<file path="src/cba_pkg.sv">
// ----------------------------------------------------------------------------
// cba_pkg
// Shared widths, codes and parameter defaults of the contiguous block
// allocator.
// ----------------------------------------------------------------------------
package cba_pkg;

  // parameter defaults
  localparam int unsigned MAX_BLOCKS_DEF = 256;
  localparam int unsigned MAX_FILES_DEF  = 16;

  // field widths
  localparam int unsigned DISK_W  = 9;
  localparam int unsigned ID_W    = 16;
  localparam int unsigned LEN_W   = 9;
  localparam int unsigned ST_W    = 3;
  localparam int unsigned START_W = 8;
  localparam int unsigned APB_AW  = 3;
  localparam int unsigned APB_DW  = 32;

  // register reset and index
  localparam logic [DISK_W-1:0] DISK_RESET = 9'd256;
  localparam logic [0:0]        REG_DISK   = 1'b0;

  // commands
  localparam logic CMD_ADD    = 1'b0;
  localparam logic CMD_DELETE = 1'b1;

  // status codes
  localparam logic [ST_W-1:0] ST_OK         = 3'd0;
  localparam logic [ST_W-1:0] ST_NO_SPACE   = 3'd1;
  localparam logic [ST_W-1:0] ST_TABLE_FULL = 3'd2;
  localparam logic [ST_W-1:0] ST_NOT_FOUND  = 3'd3;
  localparam logic [ST_W-1:0] ST_ZERO_LEN   = 3'd4;

endpackage

</file>
<file path="src/contiguous_block_allocator_unit.sv">
// ----------------------------------------------------------------------------
// contiguous_block_allocator_unit
// First-fit contiguous block allocator with a used-block bitmap and a
// file table whose slots are never reused.
//
//   channel  direction  handshake                word
//   in       in         in_valid_i / in_stall_o  command_i, file_id_i, length_i
//   out      out        out_valid_o / out_stall_i status_o, start_block_o,
//                                                 run_length_o
//   cfg      in         APB psel/penable/pready  disk_blocks at byte address 0
//
// After reset the bitmap RAM is cleared one block a cycle with in_stall_o high.
// An add scans the bitmap of the blocks in use one bit a cycle through the
// bitmap RAM read port, then marks the run; zero length or a full table
// answer without a scan. A delete scans the file table, then frees the run.
// One word is worked on at a time.
// A held result stalls the block only in its final state, S_DONE.
// ----------------------------------------------------------------------------
module contiguous_block_allocator_unit import cba_pkg::*; #(
  parameter int unsigned MAX_BLOCKS = MAX_BLOCKS_DEF,
  parameter int unsigned MAX_FILES  = MAX_FILES_DEF
) (
  input  logic               clk_i,
  input  logic               rst_ni,
  // input word
  input  logic               in_valid_i,
  output logic               in_stall_o,
  input  logic               command_i,
  input  logic [ID_W-1:0]    file_id_i,
  input  logic [LEN_W-1:0]   length_i,
  // result word
  output logic               out_valid_o,
  input  logic               out_stall_i,
  output logic [ST_W-1:0]    status_o,
  output logic [START_W-1:0] start_block_o,
  output logic [LEN_W-1:0]   run_length_o,
  // configuration
  input  logic               psel,
  input  logic               penable,
  input  logic               pwrite,
  input  logic [APB_AW-1:0]  paddr,
  input  logic [APB_DW-1:0]  pwdata,
  output logic [APB_DW-1:0]  prdata,
  output logic               pready
);

  localparam int unsigned BW   = $clog2(MAX_BLOCKS);
  localparam int unsigned NW   = $clog2(MAX_BLOCKS + 1);
  localparam int unsigned SIW  = (MAX_FILES > 1) ? $clog2(MAX_FILES) : 1;
  localparam int unsigned SCW  = $clog2(MAX_FILES + 1);
  localparam int unsigned CMPW = (NW > DISK_W) ? NW : DISK_W;
  localparam int unsigned XW   = (BW > LEN_W) ? BW : LEN_W;
  localparam int unsigned PW   = (BW > START_W) ? BW : START_W;
  localparam int unsigned TW   = ID_W + BW + LEN_W;

  localparam logic [2:0] S_CLEAR = 3'd0;
  localparam logic [2:0] S_IDLE  = 3'd1;
  localparam logic [2:0] S_ASCAN = 3'd2;
  localparam logic [2:0] S_AMARK = 3'd3;
  localparam logic [2:0] S_DSCAN = 3'd4;
  localparam logic [2:0] S_DFREE = 3'd5;
  localparam logic [2:0] S_DONE  = 3'd6;

  logic [2:0]           state_q, state_d;
  logic [DISK_W-1:0]    disk_q;
  logic [ID_W-1:0]      id_q, id_d;
  logic [LEN_W-1:0]     len_q, len_d;
  logic [BW-1:0]        start_q, start_d;
  logic [LEN_W-1:0]     run_q, run_d;
  logic [LEN_W-1:0]     k_q, k_d;
  logic [NW-1:0]        a_q, a_d;
  logic [SCW-1:0]       s_q, s_d;
  logic                 pend_q, pend_d;
  logic [BW-1:0]        btag_q, btag_d;
  logic [SIW-1:0]       stag_q, stag_d;
  logic [SCW-1:0]       slots_q, slots_d;
  logic [MAX_FILES-1:0] active_q, active_d;
  logic [ST_W-1:0]      res_q, res_d;
  logic                 out_valid_q;
  logic                 out_load;

  logic                 bm_we;
  logic [BW-1:0]        bm_waddr;
  logic [0:0]           bm_wdata;
  logic [0:0]           bm_rdata;
  logic                 tb_we;
  logic [TW-1:0]        tb_wdata;
  logic [TW-1:0]        tb_rdata;
  logic [ID_W-1:0]      tb_id;
  logic [BW-1:0]        tb_start;
  logic [LEN_W-1:0]     tb_len;

  logic [CMPW-1:0]      n_wide;
  logic [NW-1:0]        n_lim;
  logic [XW-1:0]        mark_sum;
  logic [LEN_W-1:0]     run_inc;
  logic [BW-1:0]        run_start;
  logic [PW-1:0]        start_ext;
  logic                 cfg_wr;

  // configuration register
  assign cfg_wr = psel && penable && pwrite && pready && (paddr[2] == REG_DISK);
  assign pready = 1'b1;
  assign prdata = (paddr[2] == REG_DISK) ? APB_DW'(disk_q) : '0;

  always_ff @(posedge clk_i or negedge rst_ni) begin
    if (!rst_ni) begin
      disk_q <= DISK_RESET;
    end else if (cfg_wr) begin
      disk_q <= pwdata[DISK_W-1:0];
    end
  end

  // blocks in use, clamped to the bitmap size
  assign n_wide = (CMPW'(disk_q) > CMPW'(MAX_BLOCKS)) ? CMPW'(MAX_BLOCKS) : CMPW'(disk_q);
  assign n_lim  = n_wide[NW-1:0];

  // shared address adder for marking and freeing runs
  assign mark_sum  = XW'(start_q) + XW'(k_q);
  assign run_inc   = run_q + LEN_W'(1);
  assign run_start = (run_q == '0) ? btag_q : start_q;
  assign start_ext = PW'(start_q);

  // table word layout: id, start, length
  assign tb_id    = tb_rdata[TW-1 -: ID_W];
  assign tb_start = tb_rdata[BW+LEN_W-1 : LEN_W];
  assign tb_len   = tb_rdata[LEN_W-1:0];
  assign tb_wdata = {id_q, run_start, len_q};

  assign in_stall_o  = (state_q != S_IDLE);
  assign out_valid_o = out_valid_q;

  // sequencer
  always_comb begin
    state_d  = state_q;
    id_d     = id_q;
    len_d    = len_q;
    start_d  = start_q;
    run_d    = run_q;
    k_d      = k_q;
    a_d      = a_q;
    s_d      = s_q;
    pend_d   = pend_q;
    btag_d   = btag_q;
    stag_d   = stag_q;
    slots_d  = slots_q;
    active_d = active_q;
    res_d    = res_q;
    out_load = 1'b0;
    bm_we    = 1'b0;
    bm_waddr = mark_sum[BW-1:0];
    bm_wdata = 1'b0;
    tb_we    = 1'b0;
    case (state_q)
      S_CLEAR: begin
        bm_we    = 1'b1;
        bm_waddr = a_q[BW-1:0];
        a_d      = a_q + NW'(1);
        if (a_q == NW'(MAX_BLOCKS - 1)) begin
          a_d     = '0;
          state_d = S_IDLE;
        end
      end
      S_IDLE: begin
        if (in_valid_i) begin
          id_d   = file_id_i;
          len_d  = length_i;
          run_d  = '0;
          a_d    = '0;
          s_d    = '0;
          pend_d = 1'b0;
          if (command_i == CMD_DELETE) begin
            state_d = S_DSCAN;
          end else if (length_i == '0) begin
            res_d   = ST_ZERO_LEN;
            state_d = S_DONE;
          end else if (slots_q == SCW'(MAX_FILES)) begin
            res_d   = ST_TABLE_FULL;
            state_d = S_DONE;
          end else begin
            state_d = S_ASCAN;
          end
        end
      end
      S_ASCAN: begin
        // issue the next bitmap read
        pend_d = 1'b0;
        if (a_q < n_lim) begin
          pend_d = 1'b1;
          btag_d = a_q[BW-1:0];
          a_d    = a_q + NW'(1);
        end
        // look at the bit read last cycle
        if (pend_q) begin
          if (bm_rdata[0]) begin
            run_d = '0;
          end else begin
            run_d   = run_inc;
            start_d = run_start;
            if (run_inc == len_q) begin
              tb_we    = 1'b1;
              active_d[slots_q[SIW-1:0]] = 1'b1;
              slots_d  = slots_q + SCW'(1);
              k_d      = '0;
              pend_d   = 1'b0;
              state_d  = S_AMARK;
            end
          end
        end else if (a_q >= n_lim) begin
          res_d   = ST_NO_SPACE;
          state_d = S_DONE;
        end
      end
      S_AMARK: begin
        bm_we    = 1'b1;
        bm_wdata = 1'b1;
        k_d      = k_q + LEN_W'(1);
        if (k_q == len_q - LEN_W'(1)) begin
          res_d   = ST_OK;
          state_d = S_DONE;
        end
      end
      S_DSCAN: begin
        // issue the next table read
        pend_d = 1'b0;
        if (s_q < slots_q) begin
          pend_d = 1'b1;
          stag_d = s_q[SIW-1:0];
          s_d    = s_q + SCW'(1);
        end
        // compare the slot read last cycle
        if (pend_q) begin
          if (active_q[stag_q] && (tb_id == id_q)) begin
            start_d          = tb_start;
            len_d            = tb_len;
            active_d[stag_q] = 1'b0;
            k_d              = '0;
            pend_d           = 1'b0;
            state_d          = S_DFREE;
          end
        end else if (s_q >= slots_q) begin
          res_d   = ST_NOT_FOUND;
          state_d = S_DONE;
        end
      end
      S_DFREE: begin
        bm_we    = 1'b1;
        bm_wdata = 1'b0;
        k_d      = k_q + LEN_W'(1);
        if (k_q == len_q - LEN_W'(1)) begin
          res_d   = ST_OK;
          state_d = S_DONE;
        end
      end
      S_DONE: begin
        if (!out_valid_q || !out_stall_i) begin
          out_load = 1'b1;
          state_d  = S_IDLE;
        end
      end
      default: begin
        state_d = S_IDLE;
      end
    endcase
  end

  // control registers
  always_ff @(posedge clk_i or negedge rst_ni) begin
    if (!rst_ni) begin
      state_q  <= S_CLEAR;
      a_q      <= '0;
      s_q      <= '0;
      pend_q   <= 1'b0;
      slots_q  <= '0;
      active_q <= '0;
    end else begin
      state_q  <= state_d;
      a_q      <= a_d;
      s_q      <= s_d;
      pend_q   <= pend_d;
      slots_q  <= slots_d;
      active_q <= active_d;
    end
  end

  // working registers
  always_ff @(posedge clk_i) begin
    id_q    <= id_d;
    len_q   <= len_d;
    start_q <= start_d;
    run_q   <= run_d;
    k_q     <= k_d;
    btag_q  <= btag_d;
    stag_q  <= stag_d;
    res_q   <= res_d;
  end

  // output register valid
  always_ff @(posedge clk_i or negedge rst_ni) begin
    if (!rst_ni) begin
      out_valid_q <= 1'b0;
    end else if (out_load) begin
      out_valid_q <= 1'b1;
    end else if (out_valid_q && !out_stall_i) begin
      out_valid_q <= 1'b0;
    end
  end

  // output register payload, zeros on error
  always_ff @(posedge clk_i) begin
    if (out_load) begin
      status_o      <= res_q;
      start_block_o <= (res_q == ST_OK) ? start_ext[START_W-1:0] : '0;
      run_length_o  <= (res_q == ST_OK) ? len_q : '0;
    end
  end

  // used-block bitmap
  cba_ram #(
    .WIDTH(1),
    .DEPTH(MAX_BLOCKS)
  ) u_bitmap (
    .clk_i  (clk_i),
    .we_i   (bm_we),
    .waddr_i(bm_waddr),
    .wdata_i(bm_wdata),
    .raddr_i(a_q[BW-1:0]),
    .rdata_o(bm_rdata)
  );

  // file table
  cba_ram #(
    .WIDTH(TW),
    .DEPTH(MAX_FILES)
  ) u_table (
    .clk_i  (clk_i),
    .we_i   (tb_we),
    .waddr_i(slots_q[SIW-1:0]),
    .wdata_i(tb_wdata),
    .raddr_i(s_q[SIW-1:0]),
    .rdata_o(tb_rdata)
  );

`ifndef SYNTHESIS
  // slot counter never passes the table size
  a_slots_bound: assert property (@(posedge clk_i) disable iff (!rst_ni)
    slots_q <= SCW'(MAX_FILES))
    else $error("slot counter beyond table size");

  // an accepted word always starts work
  a_accept_busy: assert property (@(posedge clk_i) disable iff (!rst_ni)
    (in_valid_i && !in_stall_o) |=> (state_q != S_IDLE))
    else $error("accepted word did not start work");

  // marked or freed blocks stay inside the bitmap
  a_run_in_range: assert property (@(posedge clk_i) disable iff (!rst_ni)
    ((state_q == S_AMARK) || (state_q == S_DFREE)) |-> (mark_sum < XW'(MAX_BLOCKS)))
    else $error("run address outside bitmap");

  // a result appears only from the final state
  a_result_source: assert property (@(posedge clk_i) disable iff (!rst_ni)
    $rose(out_valid_o) |-> $past(state_q == S_DONE))
    else $error("result without finished word");

  // no result during the clearing pass
  a_clear_quiet: assert property (@(posedge clk_i) disable iff (!rst_ni)
    (state_q == S_CLEAR) |-> !out_valid_o)
    else $error("result during bitmap clear");
`endif

endmodule

</file>
<file path="src/cba_ram.sv">
// ----------------------------------------------------------------------------
// cba_ram
// Generic simple dual-port RAM: one write port, one read port with
// registered read data.
// ----------------------------------------------------------------------------
module cba_ram #(
  parameter int unsigned WIDTH = 1,
  parameter int unsigned DEPTH = 2,
  localparam int unsigned AW = (DEPTH > 1) ? $clog2(DEPTH) : 1
) (
  input  logic             clk_i,
  input  logic             we_i,
  input  logic [AW-1:0]    waddr_i,
  input  logic [WIDTH-1:0] wdata_i,
  input  logic [AW-1:0]    raddr_i,
  output logic [WIDTH-1:0] rdata_o
);

  logic [WIDTH-1:0] mem_q [DEPTH];

  // write port
  always_ff @(posedge clk_i) begin
    if (we_i) begin
      mem_q[waddr_i] <= wdata_i;
    end
  end

  // registered read
  always_ff @(posedge clk_i) begin
    rdata_o <= mem_q[raddr_i];
  end

endmodule

</file>
<file path="config.mk">
export PLATFORM = sky130hd
export DESIGN_NAME = contiguous_block_allocator_unit
export DESIGN_NICKNAME = d
export VERILOG_FILES = /design/src/cba_pkg.sv /design/src/contiguous_block_allocator_unit.sv /design/src/cba_ram.sv
export SDC_FILE = /design/constraint.sdc
export NUM_CORES = 1
export LEC_CHECK = 0
export CORE_AREA = 2 2 386 388
export CTS_BUF_LIST = sky130_fd_sc_hd__clkbuf_4 sky130_fd_sc_hd__clkbuf_8
export CTS_CLUSTER_DIAMETER = 80
export DETAILED_ROUTE_END_ITERATION = 7
export DIE_AREA = 0 0 388 390
export DONT_BUFFER_PORTS = 1
export SLEW_MARGIN = 20
export SYNTH_ARGS = -nofsm -noshare
export SYNTH_HDL_FRONTEND = slang
export SYNTH_SLANG_ARGS = --single-unit
</file>
<file path="constraint.sdc">
create_clock -name clk_i -period 7.5 [get_ports clk_i]
set_input_delay 0.75 -clock clk_i [delete_from_list [all_inputs] [get_ports clk_i]]
set_output_delay 0.75 -clock clk_i [all_outputs]
set_load 0.02 [all_outputs]
</file>
==> impl_metrics.json, run 1 <==
{
  "root_buffer": "clkbuf_8",
  "numCtsBuffers": 152,
  "finClkSkew_ns": 0.0386,
  "io_buffers": 0,
  "finalNonFillerCells": 4438,
  "synth_area_leaders": "edfxtp_1, mux4_2, nor2_1",
  "endpoint": "u_table.mem_q[1][3]",
  "grt_overflow_total": 0,
  "synth_seq_area_share_pct": 71.0,
  "rows": 141,
  "path_depth": 9,
  "start_util_pct": 26.9,
  "dp_cells": 4137,
  "drt_first_pass_iters": 5,
  "post_cts_resized": 0,
  "grt.total_usage_pct": 12.5,
  "timing.final.crit_share_pct": 58.9,
  "grt_pass1_vias": 21437,
  "gp_congestion": 0.754,
  "path_delay_family": "simple AND/OR/NAND/NOR gates",
  "finalSetupTns_ns": 0,
  "die-height_um": 390,
  "dominantRegCellSynth": "edfxtp_1",
  "vias": 20786,
  "hold_path.class": "in -> reg",
  "async_flop_share_pct": 5.14,
  "wl_um": 94600,
  "crit_required_ns": 8.00,
  "drc_errors": 0,
  "critical_path.cell_chain": "buf_4 -> xor2_1 -> mux2_2 -> o32ai_1 -> nand4_1 -> nor4_4 -> nand2_1 -> nor2_4 -> buf_4",
  "synth_warnings": 0,
  "p_leak_nw": 14.0,
  "drive_gt1_share_pct": 24.3,
  "cts_sinks": 953,
  "drt_iter0_markers": 1834,
  "via_per_inst": 4.68,
  "die_w_um": 388,
  "wl_per_cell_um": 21.3,
  "max_slew.worst_pin.slew_ns": 1.11,
  "path_class": "reg -> reg",
  "pre_cts_ws_ns": 2.97,
  "nets": 2482,
  "htreeDepth": 4,
  "synthCells": 2287,
  "rsz0062_at_grt": "no",
  "core-area_um2": 147000,
  "end_kind": "flop",
  "hpwl_um": 52800,
  "yosysUniqueCellTypes": 70,
  "clockBufferDepth": 3,
  "crit_path_start": "len_q[4]",
  "cellPowerDensity_nw_per_um2": 359,
  "rr_endpoint": "u_table.mem_q[1][3]",
  "critPathMostFrequentCell": "buf_4",
  "worst_setup_path_start_kind": "flop",
  "r2r_slack_ns": 3.08,
  "status": "completed",
  "drv_slew": 0,
  "slowest_stage": "nor2_4",
  "maxCapViolations": 0,
  "r2r_cells": 9,
  "clk_latency_ns": 0.84,
  "worst_path_largest_cell_delay_ns": 0.73,
  "clkTransAtPathRegs_ns": 0.06,
  "cts_tree": "done",
  "synth_top_cell_area_share_pct": 66.1,
  "holdBufCountCts": 18,
  "ys_seq_elements": 953,
  "hold_viol_final": 0,
  "arrival_ns": 4.92,
  "die_area_um2": 151000,
  "cp_max_fo": 21,
  "cp.buffers_inverters": 2,
  "p_total_mw": 16.2,
  "r2r-start": "len_q[4]",
  "grt_max_degree": 130,
  "syn_area_um2": 39500,
  "yosys.area.top_type": "edfxtp_1",
  "syn_area_per_cell_um2": 17.3,
  "fin_crit_ns": 4.42,
  "grt_first_pass_wirelength_um": 140000,
  "synth_edf_count": 870,
  "irDropWorstVdd_uv": 376,
  "drt.antenna.violating_nets": 0,
  "grt_antenna_before_repair": 3,
  "postLayoutSetupSlackWorst_ns": 3.08,
  "cts_setup_buffers": 0,
  "slew-limit-headroom_pct": 25.6,
  "area_growth_syn_to_layout_pct": 14.4,
  "pin_count": 123,
  "fmax_mhz": 226,
  "setup_viol": 0
}
flip-flops by register name (all words and copies together) (netlist names), 9 cells and up:
name	count
run_length_o	9
u_table.rdata_o	33
u_bitmap.mem_q	256
id_q	16
a_q	9
k_q	9
u_table.mem_q	528
active_q	16
len_q	9
disk_q	9
run_q	9
metal layers:
layer / GRT usage, % / wire length, um / part of all wire [%]
met1: 16.5 / 40600 / 43
met2: 19.9 / 45600 / 48
met3: 3.11 / 6320 / 6.7
met4: 4.22 / 2110 / 2.2
met5: 0 / 13 / 0.014
cells in the mapped netlist, drive strengths merged, types with 4 or more instances:
cell type    n
mux2        19
edfxtp     870
and2        20
mux2i       29
nand3       23
mux4       239
nor4        12
a211oi       5
nand2      105
ha          33
or3          6
or2          4
dfrtp       48
nor2b       18
o31ai        4
nand3b       4
clkbuf      82
o22ai       10
o32ai        4
o21ai       61
xnor2       36
dfxtp       34
a21oi       25
inv         30
o211ai       4
nor2       321
xor2        31
a21o         5
nor3        58
a31oi        4
nor3b        5
nand2b       9
buf         64
and3        12
nand4       18
metrics by stage:
| stage | util [%] | hold WS (ns) | area, um2 |
|---|---|---|---|
| after floorplan | - | 0.427 | 39600 |
| after global placement | 28.4 | 0.460 | 41800 |
| after detailed placement | 28.4 | 0.462 | 41800 |
| after CTS | 30.7 | 0.000492 | 45100 |
| after global routing | 30.7 | 0.0331 | 45200 |
| final | 30.7 | 0.0829 | 45200 |
cells in the final DEF (no fill, tap or decap), types with 14 or more instances in the layout:
cell type and instances:
nand2_1 103, xnor2_1 36, nand4_1 18, nand3_1 23
nor2_4 14, nor3_1 55, and2_1 20, clkbuf_8 169
a21oi_1 25, nor2_1 305, mux4_2 239, clkinv_1 29
o21ai_0 50, dfxtp_1 34, nor2b_1 18, dlygate4sd3_1 17
xor2_1 31, buf_4 43, clkbuf_4 58, dfrtp_1 41
mux2i_1 29, conb_1 24, ha_1 33, edfxtp_1 870
mux2_2 19, inv_1 29
worst min path at each step:
stage / to / from / cells past startpoint / slack, ns
floorplan: status_o[2] / res_q[2] / 0 / 0.43
global placement: status_o[1] / res_q[1] / 0 / 0.46
detailed placement: status_o[1] / res_q[1] / 0 / 0.46
CTS: disk_q[3] / pwdata[3] / 1 / 0.0005
global route: disk_q[6] / pwdata[6] / 1 / 0.03
finish: disk_q[6] / pwdata[6] / 1 / 0.08
worst reg2reg max path, stage by stage, from the launching register on:
cell,delay (ns)
edfxtp_1,0.34
buf_4,0.27
xor2_1,0.24
mux2_2,0.36
o32ai_1,0.25
nand4_1,0.34
nor4_4,0.61
nand2_1,0.45
nor2_4,0.73
buf_4,0.47
cell families (layout without fill, tap and decap cells):
kind of cell | after synthesis | in the layout | share of synthesized area (%)
DFF | 953 | 953 | 71.0
and+or+nand+nor | 623 | 623 | 7.11
muxes | 287 | 287 | 14.9
buffers and inverters | 178 | 376 | 2.09
AOI/OAI and AO/OA | 141 | 141 | 2.23
xor gates and xnor gates | 69 | 69 | 1.60
adders and majority gates | 34 | 34 | 1.10
other | 2 | 25 | 0.0190
where the power goes:
| part | switching (mW) | internal, mW | total (mW) |
|---|---|---|---|
| combinational | 2.86 | 1.82 | 4.69 |
| sequential | 0.569 | 6.39 | 6.96 |
| clock | 2.09 | 2.48 | 4.56 |
cell type report:
type                       instances  area, um2
sequential                       953      28100
antenna                            1       2.50
clock buffer                     227       2760
timing repair buffer              63        559
inverter                          32        121
tap                             1930       2410
clock inverter                    54        384
fill                           14416     102000
multi-input combinational       1178      10900
(Power assumes the default switching activity.)
==> run 2, diff against run 1 <==
Clock period 7.5 ns to 3.97 ns, I/O delays scaled along.
==> run 2 against run 1 <==
Cell area rose by 1.8%. Largest power group unchanged. Power rose by 91%. Largest cell class unchanged. Hold slack worse by 0.042 ns. Clock-buffer cell count down 13. Final cell count grew 1.9%. Via count grew 1.2%.
==> impl_metrics.json, run 2 (synthesized netlist as in run 1, its figures left out) <==
{
  "status": "completed",
  "finClkSkew_ns": 0.0484,
  "fin_crit_ns": 3.52,
  "crit_required_ns": 4.48,
  "drv_slew": 0,
  "drc_errors": 0,
  "fmax_mhz": 284,
  "cts_setup_buffers": 0,
  "drt.antenna.violating_nets": 0,
  "post_cts_resized": 0,
  "pin_count": 123,
  "grt_max_degree": 137,
  "rows": 141,
  "start_util_pct": 26.9,
  "p_total_mw": 31.0,
  "clkTransAtPathRegs_ns": 0.07,
  "timing.final.crit_share_pct": 88.7,
  "holdBufCountCts": 38,
  "max_slew.worst_pin.slew_ns": 1.09,
  "rsz0062_at_grt": "no",
  "hold_viol_final": 0,
  "largestRegisters": "u_table.mem_q: 528 flops, u_bitmap.mem_q: 256 flops, u_table.rdata_o: 33 flops",
  "slowest_stage": "nor2_1",
  "grt_overflow_total": 0,
  "hpwl_um": 55600,
  "wl_um": 96300,
  "mostFrequentLayoutCell": "edfxtp_1",
  "drt_first_pass_iters": 5,
  "grt_pass1_vias": 21888,
  "worst_path_largest_cell_delay_ns": 0.82,
  "via_per_inst": 4.65,
  "clk_latency_ns": 0.83,
  "nets": 2573,
  "dpl_cell_area_um2": 42500,
  "largest_register": "u_table.mem_q",
  "setup_viol": 0,
  "grt_antenna_before_repair": 3,
  "io_buffers": 0,
  "arrival_ns": 4.03,
  "end_kind": "flop",
  "area_growth_syn_to_layout_pct": 16.5,
  "critical_path.cell_chain": "ha_1 -> fa_1 -> a21o_1 -> a21oi_1 -> nor4b_1 -> nor3_1 -> a21oi_1 -> nor2_1 -> nor3_1",
  "clockBufferDepth": 3,
  "slew-limit-headroom_pct": 27.3,
  "maxCapViolations": 0,
  "core-area_um2": 147000,
  "worst_setup_path_start_kind": "flop",
  "grt.total_usage_pct": 12.6,
  "path_class": "reg -> reg",
  "htreeDepth": 4,
  "fillers": 14388,
  "vias": 21044,
  "wl_per_cell_um": 21.3,
  "most-common-layout-cells": "edfxtp_1, nor2_1, mux4_2",
  "cp.buffers_inverters": 0,
  "hold_path.class": "in -> reg",
  "root_buffer": "clkbuf_8",
  "path_depth": 9,
  "cp_max_fo": 16,
  "p_leak_nw": 14.4,
  "cellPowerDensity_nw_per_um2": 672,
  "pre_cts_ws_ns": 0.465,
  "die-height_um": 390,
  "fin_hold_ws_ns": 0.0407,
  "drt_iter0_markers": 1867,
  "largest_register_ffs": 528,
  "die_area_um2": 151000,
  "path_delay_family": "simple AND/OR/NAND/NOR gates",
  "drive_gt1_share_pct": 25.3,
  "numCtsBuffers": 156,
  "fin_area_um2": 46000,
  "die_w_um": 388,
  "irDropWorstVdd_uv": 681,
  "grt_first_pass_wirelength_um": 142000,
  "r2r_cells": 9,
  "cts_tree": "done",
  "cts_sinks": 953,
  "gp_congestion": 0.784,
  "postLayoutSetupSlackWorst_ns": 0.447,
  "min_path_cells": 2
}
==> run 2: changes by cell type in the layout (fill, tap and decap cells not counted), moves of 6 or more <==
cell           before  now
buf_4              43   92
buf_12              0   20
dlygate4sd3_1      17   37
clkinv_1           29   37
clkbuf_8          169  162
clkbuf_4           58   52
o21ai_1             4   10
o21ai_2             7    1
==> run 2: worst register-to-register path, delay by kind of cell, from the launching register on <==
family	cells	cell delay (ns)
compound gates	3	0.70
fa+ha+maj	2	0.68
flops	1	0.50
simple gates	4	1.35
==> run 2: final timing paths <==
path / from / endpoint / slack, ns
setup / recovery: k_q[0] / u_bitmap.mem_q[123] / 0.45
hold / removal: out_stall_i / out_valid_o / 0.04
setup reg to reg: k_q[0] / u_bitmap.mem_q[123] / 0.45
hold reg to reg: res_q[1] / status_o[1] / 0.47
max in group asynchronous: rst_ni / disk_q[8] / 3.49
min in group asynchronous: rst_ni / active_q[4] / 0.16
==> run 2: cell type report <==
type / instances / area [um2] / share of cell area, %
clock inverters: 62 / 459 / 0.998
inverters: 32 / 120 / 0.261
diodes: 2 / 5.00 / 0.0109
multi-input cells: 1178 / 10900 / 23.6
clock buffers: 214 / 2620 / 5.69
repair buffers: 150 / 1490 / 3.23
flip-flops and latches: 953 / 28100 / 60.9
well taps: 1930 / 2410 / 5.25
==> run 2: metrics by stage <==
| step | cells | TNS, ns | util, % |
|---|---|---|---|
| floorplan | 2309 | -79.16 | - |
| global placement | 4205 | 0 | 28.9 |
| detailed placement | 4205 | 0 | 28.9 |
| CTS | 4519 | 0 | 31.3 |
| global route | 4521 | 0 | 31.3 |
| finish | 4521 | 0 | 31.3 |
==> run 2: report_power, final <==
group	internal [mW]	total (mW)	leakage [nW]	switching, mW
combinational	3.81	9.65	4.09	5.84
clock	4.57	8.48	1.63	3.91
sequential	12.1	12.8	8.69	0.742
total	20.5	31.0	14.4	10.5
==> run 2: layer usage <==
layer / track usage [%] / wire (um) / part of all wire (%)
met5: 0 / 0 / 0
met4: 4.28 / 2190 / 2.3
met3: 3.19 / 6640 / 6.9
met2: 20.6 / 46700 / 48
met1: 16.4 / 40800 / 42
==> run 3, diff against run 2 <==
Settings changed: CORE_AREA 2 2 386 388 to 2 2 387 389, DIE_AREA 0 0 388 390 to 0 0 389 391, SYNTH_HIERARCHICAL set to 1.
==> run 3 against run 2 <==
Worst setup slack worse by 0.20 ns. Cell area hardly changed. Largest cell class unchanged. Hold slack better by 0.046 ns. Power is 37% lower. First-iteration DRC count is 7.7% higher. Utilization is 0.28 points lower. Critical path type unchanged. Register-to-register slack worse by 0.20 ns. Via count is 3.6% higher. Sequential share of layout area hardly changed. Wire length is 0.74% higher. Die area is 0.51% higher. Maximum frequency is 5.3% lower.
==> impl_metrics.json, run 3 <==
{
  "status": "completed",
  "synth_edf_count": 870,
  "clk_latency_ns": 0.86,
  "synth_area_leaders": "edfxtp_1, mux4_2, nor2_1",
  "worst_setup_path_start_kind": "flop",
  "synthCells": 2427,
  "grt_first_pass_wirelength_um": 143000,
  "arrival_ns": 4.27,
  "largest_register_ffs": 528,
  "fin_hold_ws_ns": 0.0862,
  "yosysMostFrequentCell": "edfxtp_1",
  "fmax_mhz": 269,
  "vias": 21795,
  "area_growth_syn_to_layout_pct": 16.1,
  "drt_iter0_markers": 2011,
  "via_per_inst": 4.67,
  "wl_um": 97000,
  "crit_required_ns": 4.52,
  "synth-simple-area-share_pct": 7.75,
  "irDropWorstVdd_uv": 221,
  "max_slew.worst_pin.slew_ns": 1.07,
  "pin_count": 123,
  "synth_xor_area_share_pct": 1.59,
  "synth.area.mux_share_pct": 12.3,
  "numCtsBuffers": 157,
  "grt_max_degree": 137,
  "nets": 2699,
  "die-height_um": 391,
  "synth-adder-area-share_pct": 1.09,
  "clockBufferDepth": 3,
  "maxCapViolations": 0,
  "cts_tree": "done",
  "synth_top_family_by_area": "multiplexers",
  "drive_gt1_share_pct": 21.5,
  "finalNonFillerCells": 4672,
  "cp_max_fo": 16,
  "setup_viol": 0,
  "clkTransAtPathRegs_ns": 0.06,
  "synth_compound_area_share_pct": 3.90,
  "largestRegisters": "u_table/mem_q: 528 flops, u_bitmap/mem_q: 256 flops, u_table/rdata_o: 33 flops",
  "htreeDepth": 4,
  "rsz0062_at_grt": "no",
  "fin_crit_ns": 3.72,
  "syn_area_um2": 39700,
  "die_area_um2": 152000,
  "grt_overflow_total": 0,
  "gp_congestion": 0.777,
  "root_buffer": "clkbuf_8",
  "yosys.area.top_type": "edfxtp_1",
  "start_util_pct": 26.7,
  "grt_antenna_before_repair": 4,
  "synth_top_cell_area_share_pct": 65.9,
  "dominantRegCellSynth": "edfxtp_1",
  "drt.antenna.violating_nets": 0,
  "largest_register": "u_table/mem_q",
  "drc_errors": 0,
  "mostFrequentLayoutCell": "edfxtp_1",
  "hold_path.class": "in -> async",
  "yosys-top-cells-count": "edfxtp_1, nor2_1, mux4_2",
  "slew-limit-headroom_pct": 28.5,
  "wl_per_cell_um": 20.8,
  "p_leak_nw": 14.2,
  "cts_setup_buffers": 0,
  "rows": 142,
  "die_w_um": 389,
  "cts_sinks": 953,
  "core-area_um2": 149000,
  "postLayoutSetupSlackWorst_ns": 0.250,
  "pre_cts_ws_ns": 0.191,
  "end_kind": "flop",
  "syn_area_per_cell_um2": 16.3,
  "synth_seq_area_share_pct": 70.7,
  "hpwl_um": 56800,
  "yosysUniqueCellTypes": 78,
  "timing.final.crit_share_pct": 93.7,
  "grt_pass1_vias": 22240,
  "async_flop_share_pct": 5.14,
  "cellPowerDensity_nw_per_um2": 425,
  "grt.total_usage_pct": 12.6,
  "p_total_mw": 19.6,
  "path_class": "reg -> reg",
  "most-common-layout-cells": "edfxtp_1, nor2_1, clkbuf_8",
  "io_buffers": 0,
  "drt_first_pass_iters": 5,
  "dp_cells": 4343,
  "hold_viol_final": 0,
  "ys_seq_elements": 953,
  "finClkSkew_ns": 0.0448,
  "drv_slew": 0,
  "synth_warnings": 6
}
-- run 3: cell count changes in the layout (fill, tap and decap cells not counted), moves of 16 or more --
cell     delta
nor2_1     +51
o22ai_1    +16
o21ai_0    -24
nor3_1     -38
mux4_2     -80
a21oi_1    +17
nand2_1    +31
a22oi_1    +72
mux2i_1    +25
mux4_1     +19
-- run 3: cell type report --
| cell class | count | area, um2 |
|---|---|---|
| clock inverter | 63 | 372 |
| fill | 14582 | 102000 |
| sequential | 953 | 28000 |
| timing repair buffer | 148 | 1480 |
| clock buffer | 225 | 2750 |
| antenna | 2 | 5.00 |
| inverter | 35 | 131 |
| multi-input combinational | 1302 | 10800 |
| tap | 1944 | 2430 |
-- run 3: path summary, 6_finish.rpt --
kind                            slack [ns]  startpoint                   to  cells after the start
worst max register to register        0.25    run_q[0]  u_table/mem_q[7][0]                     11
worst min-delay path                  0.09      rst_ni          active_q[8]                      2
min in group clk_i                    0.12  in_valid_i               a_q[1]                      2
max in group asynchronous             3.59      rst_ni            disk_q[8]                      2
worst min register to register        0.50    res_q[2]          status_o[2]                      0
worst max-delay path                  0.25    run_q[0]  u_table/mem_q[7][0]                     11
-- run 3: kinds of logic (layout without fill, tap and decap cells) --
group	after synthesis	in the layout
fa+ha+maj	34	34
xor+xnor	72	72
compound gates	226	226
flops	953	953
mux	255	255
other cells	2	26
simple gates	691	691
buf+inv	194	471
-- run 3: stage by stage --
stage | area [um2] | TNS [ns] | util [%]
3_3_place_gp | 42500 | 0 | 28.6
3_5_place_dp | 42500 | 0 | 28.6
5_1_grt | 46100 | 0 | 31.0
2_1_floorplan | 39800 | -47.43 | -
6_report | 46100 | 0 | 31.0
4_1_cts | 46100 | 0 | 31.0
-- run 3: worst max-delay path, stage by stage, from the launching register on --
cell and delay [ns]:
edfxtp_1 0.47, inv_1 0.07, ha_1 0.33, xnor2_1 0.17, o211ai_1 0.15, a2111oi_4 0.36, o2111ai_2 0.25, nor4b_4 0.39
buf_4 0.25, nand3b_1 0.33, nor2_4 0.43, buf_12 0.23
-- run 3: repair_timing --
action,in CTS,in global routing
hold endpoints to repair,109,0
hold buffers,39,0
gates resized for setup,0,0
-- run 3: where the power goes --
part	leakage (nW)	internal, mW	switching (mW)
sequential	8.05	10.8	0.0180
combinational	4.49	0.0893	0.124
clock	1.65	4.52	4.03
total	14.2	15.4	4.17
-- run 3: layer usage --
metal / vias up / track usage (%) / part of all wire (%)
met3: 170 / 3.10 / 7.0
li1: 9675 / - / -
met4: 2 / 4.72 / 2.5
met5: - / 0 / 0.012
met2: 650 / 20.6 / 49
met1: 11298 / 16.3 / 42
